**src/hdl/crc8wf_pkg.sv**
```systemverilog
// ----------------------------------------------------------------------------
// crc8wf_pkg
// Shared types, constants and the CRC-8 byte update for the word framer.
// ----------------------------------------------------------------------------
package crc8wf_pkg;

  localparam logic [7:0] CRC_INIT    = 8'hFF;
  localparam logic [7:0] CRC_POLY    = 8'h31;
  localparam logic [7:0] CNT_MAX     = 8'hFF;
  localparam int         MAX_RESULTS = 3;
  localparam int         CNT_W       = $clog2(MAX_RESULTS + 1);

  localparam logic DIR_CHECK  = 1'b0;
  localparam logic DIR_INSERT = 1'b1;

  // phase codes: bytes of the current word already taken
  localparam logic [1:0] PH_START = 2'd0;
  localparam logic [1:0] PH_ONE   = 2'd1;
  localparam logic [1:0] PH_TWO   = 2'd2;
  localparam logic [1:0] PH_SPARE = 2'd3;

  typedef struct packed {
    logic [7:0] out_byte;
    logic       has_byte;
    logic       check_done;
    logic       crc_ok;
    logic [7:0] error_count;
    logic       last;
  } res_t;

  typedef struct packed {
    logic                            load;
    logic [CNT_W-1:0]                count;
    res_t [MAX_RESULTS-1:0]          res;
  } bundle_t;

  // CRC-8, MSB first, one byte
  function automatic logic [7:0] crc8_byte(input logic [7:0] crc, input logic [7:0] b);
    logic [7:0] c;
    c = crc ^ b;
    for (int i = 0; i < 8; i++) begin
      if (c[7]) begin
        c = {c[6:0], 1'b0} ^ CRC_POLY;
      end else begin
        c = {c[6:0], 1'b0};
      end
    end
    return c;
  endfunction

endpackage

```
**src/hdl/crc8wf_core.sv**
```systemverilog
// ----------------------------------------------------------------------------
// crc8wf_core
// Framing state, CRC update and result bundle for one accepted byte.
// ----------------------------------------------------------------------------
module crc8wf_core import crc8wf_pkg::*; (
  input  logic    clk,
  input  logic    rst,
  input  logic    cfg_we,
  input  logic    cfg_wdata,
  input  logic    accept,
  input  logic    can_load,
  input  logic [7:0] in_byte,
  input  logic    passthrough,
  input  logic    end_of_transfer,
  output bundle_t bundle
);

  logic       direction;
  logic [1:0] phase;
  logic [15:0] held_bytes;
  logic [7:0] running_crc;
  logic [7:0] mismatch_count;

  logic [1:0]  phase_next;
  logic [15:0] held_bytes_next;
  logic [7:0]  running_crc_next;
  logic [7:0]  mismatch_count_next;
  logic [CNT_W-1:0] n;
  res_t [MAX_RESULTS-1:0] res;
  logic [7:0] crc_first;
  logic [7:0] crc_cont;
  logic       ok;
  logic [7:0] cnt_chk;

  assign crc_first = crc8_byte(CRC_INIT, in_byte);
  assign crc_cont  = crc8_byte(running_crc, in_byte);
  assign ok        = (in_byte == running_crc);
  assign cnt_chk   = (!ok && mismatch_count != CNT_MAX) ? mismatch_count + 8'd1
                                                        : mismatch_count;

  always_comb begin
    phase_next          = phase;
    held_bytes_next     = held_bytes;
    running_crc_next    = running_crc;
    mismatch_count_next = mismatch_count;
    n                   = '0;
    res                 = '0;

    if (direction == DIR_CHECK) begin
      if (phase == PH_START || phase == PH_SPARE) begin
        held_bytes_next  = {in_byte, 8'h00};
        running_crc_next = crc_first;
        phase_next       = PH_ONE;
      end else if (phase == PH_ONE) begin
        held_bytes_next  = {held_bytes[15:8], in_byte};
        running_crc_next = crc_cont;
        phase_next       = PH_TWO;
      end else begin
        mismatch_count_next = cnt_chk;
        res[0] = '{out_byte: held_bytes[15:8], has_byte: 1'b1, check_done: 1'b0,
                   crc_ok: 1'b0, error_count: cnt_chk, last: 1'b0};
        res[1] = '{out_byte: held_bytes[7:0], has_byte: 1'b1, check_done: 1'b1,
                   crc_ok: ok, error_count: cnt_chk, last: 1'b0};
        n                = CNT_W'(2);
        phase_next       = PH_START;
        running_crc_next = CRC_INIT;
      end
    end else begin
      if (passthrough) begin
        res[0] = '{out_byte: in_byte, has_byte: 1'b1, check_done: 1'b0,
                   crc_ok: 1'b0, error_count: mismatch_count, last: 1'b0};
        n = CNT_W'(1);
      end else if (phase != PH_ONE) begin
        held_bytes_next  = {in_byte, 8'h00};
        running_crc_next = crc_first;
        phase_next       = PH_ONE;
      end else begin
        res[0] = '{out_byte: held_bytes[15:8], has_byte: 1'b1, check_done: 1'b0,
                   crc_ok: 1'b0, error_count: mismatch_count, last: 1'b0};
        res[1] = '{out_byte: in_byte, has_byte: 1'b1, check_done: 1'b0,
                   crc_ok: 1'b0, error_count: mismatch_count, last: 1'b0};
        res[2] = '{out_byte: crc_cont, has_byte: 1'b1, check_done: 1'b0,
                   crc_ok: 1'b0, error_count: mismatch_count, last: 1'b0};
        n                = CNT_W'(3);
        phase_next       = PH_START;
        held_bytes_next  = '0;
        running_crc_next = CRC_INIT;
      end
    end

    if (end_of_transfer) begin
      // empty marker when nothing else goes out
      if (n == '0) begin
        res[0] = '{out_byte: 8'h00, has_byte: 1'b0, check_done: 1'b0,
                   crc_ok: 1'b0, error_count: mismatch_count, last: 1'b0};
        n = CNT_W'(1);
      end
      unique case (n)
        CNT_W'(1): res[0].last = 1'b1;
        CNT_W'(2): res[1].last = 1'b1;
        default:   res[2].last = 1'b1;
      endcase
      phase_next          = PH_START;
      held_bytes_next     = '0;
      running_crc_next    = CRC_INIT;
      mismatch_count_next = '0;
    end
  end

  assign bundle.load  = accept && (n != '0);
  assign bundle.count = n;
  assign bundle.res   = res;

  always_ff @(posedge clk) begin
    if (rst) begin
      direction      <= DIR_CHECK;
      phase          <= PH_START;
      held_bytes     <= '0;
      running_crc    <= CRC_INIT;
      mismatch_count <= '0;
    end else begin
      if (cfg_we) begin
        direction <= cfg_wdata;
      end
      if (accept) begin
        phase          <= phase_next;
        held_bytes     <= held_bytes_next;
        running_crc    <= running_crc_next;
        mismatch_count <= mismatch_count_next;
      end
    end
  end

`ifndef ASSERT_OFF
  a_eot_clears: assert property (@(posedge clk) disable iff (rst)
    accept && end_of_transfer |=> phase == PH_START && mismatch_count == '0 &&
                                  running_crc == CRC_INIT)
    else $error("end of transfer did not return framing to start");

  a_count_monotonic: assert property (@(posedge clk) disable iff (rst)
    !(accept && end_of_transfer) |=> mismatch_count >= $past(mismatch_count))
    else $error("mismatch count went down inside a transfer");

  a_accept_needs_room: assert property (@(posedge clk) disable iff (rst)
    accept |-> can_load)
    else $error("byte accepted with no room for its results");
`endif

endmodule

```
**config.mk**
```make
export PLATFORM = sky130hd
export DESIGN_NAME = crc8wf_core
export DESIGN_NICKNAME = d
export VERILOG_FILES = /design/src/hdl/crc8wf_pkg.sv /design/src/hdl/crc8wf_core.sv
export SDC_FILE = /design/constraint.sdc
export NUM_CORES = 1
export LEC_CHECK = 0
export ABC_AREA = 1
export BUFFER_PORTS_ARGS = -buffer_cell sky130_fd_sc_hd__clkbuf_2
export CAP_MARGIN = 10
export CORE_ASPECT_RATIO = 1.1
export CORE_UTILIZATION = 41
export CTS_BUF_LIST = sky130_fd_sc_hd__clkbuf_4 sky130_fd_sc_hd__clkbuf_8 sky130_fd_sc_hd__clkbuf_16
export DETAILED_ROUTE_END_ITERATION = 7
export PLACE_DENSITY = 0.72
export SYNTH_ARGS = -nofsm -noshare
export SYNTH_HDL_FRONTEND = slang
export SYNTH_SLANG_ARGS = --single-unit
```
**constraint.sdc**
```tcl
create_clock -name clk -period 3.3 [get_ports clk]
set_input_delay 0.495 -clock clk [delete_from_list [all_inputs] [get_ports clk]]
set_output_delay 0.495 -clock clk [all_outputs]
set_load 0.02 [all_outputs]
```
Word level (Yosys, flattened, before mapping):

Index checks and enable logic that the tools add are counted.

* equality and inequality tests: 11
* mux-type cells: 60
* add/sub/neg operators: 1
* bitwise logic cells: 18
* reductions and logical operators: 14
* shift operators: 0
* div/mod/pow operators: 0
* $mul: 0
* order comparisons: 0

Operators by type and width (number)
* 2-to-1 mux 40 bit: 4
* 2-to-1 mux 6 bit: 16
* 2-to-1 mux 8 bit: 12
* 2-to-1 mux 16 bit: 5
* 2-to-1 mux 20 bit: 3
* 2-to-1 mux 60 bit: 1
* inverter 3 bit: 16
* 2-to-1 mux 2 bit: 13
* 2-to-1 mux 21 bit: 1
* adder 8 x 1 -> 8 bit, second input constant: 1
* == test 8 bit: 1
* inequality test 8 bit, second input constant: 1
* inverter 8 bit: 1
* bitwise XOR 8 bit: 1
* inequality test 2 bit, second input constant: 3
* AND reduction 3 bit: 2
* 2-to-1 mux 1 bit: 5
* == test 2 x 1 -> 1 bit, second input constant: 2
* == test 2 bit, second input constant: 2
* zero test 2 bit: 2
* AND reduction 4 bit: 1
* nonzero test 4 bit: 1
* inequality test 3 bit, second input constant: 1
* nonzero test 3 bit: 1
* other kinds (7): 8

* logic and storage cells: 110
* RAM bits: 0
* input port bits: 16
* output and inout bits: 63
* latch bits: 0
* bits in registers: 35
* ROM bits: 0
* memories: 0

Depth between registers and ports, before layout:

* depth after elaboration: 23
* gate-level depth with buffers: 15
* gate-level depth less buffers: 14

Least setup slack after synthesis:

Ideal clock, no wire load.

* path kind: reg2out
* from: reg phase[1]
* to: out bundle[2] (netlist bit)
* stages on the path, launching flop included: 10
* buffers on the path: 0
* setup slack: 0.826 ns
* data required time: 2.805 ns
* arrival time: 1.979 ns
* cell sequence: dfxtp_1 inv_1 ha_1 nand2_1 nor2_2 nor2_1 inv_2 nor2_2 nor2_4 o21ai_0

RTL lines
* start, declared: line crc8wf_core.sv:19 `logic [1:0] phase;`
* start signal, assigned: line crc8wf_core.sv:126 `phase <= phase_next;`
* end, declared: line crc8wf_core.sv:15 `output bundle_t bundle`

==> metrics.md <==
| Metric | Value |
|---|---|
| Status | complete, but fails checks |
| Failing checks | design-rule violations |
| HPWL after DPL | between 6000 and 7000 µm |
| Distinct cells, synth | 46 |
| Crit Path Class | reg2out |
| MaxCap Viol Count | 0 |
| Endpoint class of the critical path | primary output |
| Initial antenna violation count | 0 |
| Root Driver | clkbuf_8 |
| Async SR Flop Fraction | 0 |
| Max IR drop VDD | between 300 and 400 µV |
| Height of the die | ~92 µm |
| Drt wl/cell | between 10 and 15 µm |
| Top FF cell, synth | dfxtp_1 |
| Via Count | ~3400 |
| Power Density | approximately 380 mW/mm² |
| Register area share after synthesis | 0.232 |
| Worst Path Required | 2.80 ns |
| Final #Nets | 566 |
| Placer Congestion | approximately 0.86 |
| Post-DRT Antenna Nets | 0 |
| FF-to-FF Start | phase[0] |
| Slew @ Worst Pin | approximately 0.75 ns |
| Final Critical Period | slightly above 3 ns |
| Avg Cell Area, Syn | between 6 and 7 µm² |
| CTS tree | yes |
| Ports | 79 |
| Vias in the first global route | between 3000 and 4000 |
| Inst Count DP | around 620 |
| Worst slew margin | 0.497 |
| Crit start category | flip-flop |
| Drt via density | 5.38 |
| Post-cts sizing count | 0 |
| CTS sink cnt | 35 |
| Gr usage total | 0.229 |
| RSZ-0062 raised after global routing | no |
| Yosys Warn Count | 0 |
| CTS Hold Buffers Added | 0 |
| P&R area growth vs syn | 16.5% |
| Insertion delay to the later sink of the worst-skew pair | approximately 0.29 ns |
| Final Cycle Share | 0.921 |
| Diode count | 0 |
| Drt pass-1 iters | 8 |
| Largest net degree at the start of global routing | 33 |
| Fin. max-slew vios | 0 |
| Die X-Extent | 83.9 µm |
| Sum Neg Setup Slack | 0 ns |
| Worst hold start | cfg_we |
| H-tree levels | 2 |
| Total gr overflow | 0 |
| Final Hold Vio Count | 0 |
| Tightest Hold Check Type | in2reg |
| Cell Area, Synth | ~0.0030 mm² |
| Die area | approximately 0.0077 mm² |
| Mapped Cells | about 480 |
| Row cnt | 32 |
| CP startpoint | phase[0] |
| Setup bufs post-CTS | 0 |
| Total CTS buffers | 5 |
| Yosys reg bits | 35 |
| Peak fanout along the critical path | 17 |
| First-pass GRT wire length | between 10000 and 15000 µm |
| Finished Layout Cells | 632 |
| Fillers | between 700 and 800 |
| Starting density of the core | 0.427 |
| Final setup viols | 0 |
| Crit path DAT | between 2 and 3 ns |
| Share of cells above drive strength 1 | 0.234 |
| First DRT Iteration DRCs | around 200 |
| DRC | 6 |
| Skew final | between 0.004 and 0.005 ns |
| # port buffers | 73 |
| Peak Freq | 0.329 GHz |
| Bufs on Longest Clock Path | 2 |
| Post-synth EDFFs | 0 |
| Core ar. | 0.00709 mm² |
| Static Leak | 1.71 nW |
| Worst-path clk slew | ~0.08 ns |
| Final WL | between 8000 and 9000 µm |
-- registers in the layout, indices dropped and copies added, names as in the netlist --
register        count
held_bytes         16
direction           1
running_crc         8
phase               2
mismatch_count      8
-- Yosys cell counts (all sizes together), types with 2 or more instances --
cell type  instances  share of area
nand3b             2         0.0050
xnor2              9          0.037
a21oi             40          0.071
buf               16          0.038
nand2            152           0.20
o22ai              7          0.014
nor3               4         0.0066
inv               55          0.071
nand3             39          0.069
o21ai             21          0.036
xor2              14          0.045
or2                3         0.0062
a22oi              9          0.022
nor2              47          0.075
dfxtp             35           0.23
ha                 4          0.017
nand4              6          0.012
a31o               4          0.012
a211oi             4          0.013
clkbuf             5         0.0062
-- final timing paths --
check / slack [ns] / depth (start not counted) / end
max: 0.26 / 10 / bundle[15]
max reg2reg: 1.09 / 11 / mismatch_count[1]
min reg2reg: 0.46 / 2 / held_bytes[2]
min: 0.40 / 2 / direction
-- cell families after synthesis --
family	count (synthesis)	synth area share
fa+ha+maj	4	0.0165
buf+inv	77	0.117
other cells	1	0.00124
simple gates	254	0.375
xor+xnor	23	0.0827
compound gates	88	0.177
flops	35	0.231
-- cells in the final DEF, fill, tap and decap left out, types with 3 or more instances in the layout --
master      n
dfxtp_1    35
a31o_1      4
o21ai_1     4
nor3_1      4
clkbuf_2   73
inv_2      12
inv_4       3
nor2_4      3
nand3_1    38
inv_1      40
nor2_2      5
a22oi_1     9
o21ai_0    16
clkbuf_8    5
conb_1      4
nand2_2     5
ha_1        4
nand4_1     6
o22ai_1     7
xor2_1     12
a21oi_1    38
nand2_1   145
nor2_1     38
xnor2_1     6
-- metal layers --
metal  part of all wire  track usage
met1               0.40        0.268
met2               0.50        0.406
met3              0.071       0.0477
met4              0.028       0.0920
met5                  0            0
-- stage by stage --
stage,power (mW),hold WS [ns],cell area [µm²],setup slack (ns),utilization
after floorplan,0.787,0.430,3040,0.826,-
after global routing,1.42,0.413,3530,0.0737,0.498
final,1.35,0.397,3530,0.261,0.498
after global placement,0.870,0.442,3390,0.645,0.478
after detailed placement,0.876,0.454,3390,0.594,0.478
after CTS,1.35,0.396,3530,0.262,0.498
-- power by group --
| group | switching (mW) | leakage [nW] | internal, mW |
|---|---|---|---|
| clock | 0.168 | 0.0688 | 0.310 |
| combinational | 0.282 | 1.35 | 0.129 |
| sequential | 0.0167 | 0.286 | 0.443 |
-- critical path, cell delays in order, from the launching register on --
cell and delay, ns:
dfxtp_1 0.40, inv_1 0.06, ha_1 0.32, nor2_4 0.22
inv_4 0.12, nor2_8 0.26, inv_2 0.17, nand2_1 0.26
a22oi_1 0.14, nor2_1 0.12, clkbuf_2 0.18
-- layout make-up --
class                      count  area (µm²)  area share
clock inverter                 2        60.1      0.0170
clock buffer                   6        76.3      0.0216
multi-input combinational    373        1980       0.562
tap                           85         106      0.0302
sequential                    35         701       0.199
timing repair buffer          75         380       0.108
inverter                      56         219      0.0621
Power figures use the tool's default switching activity.
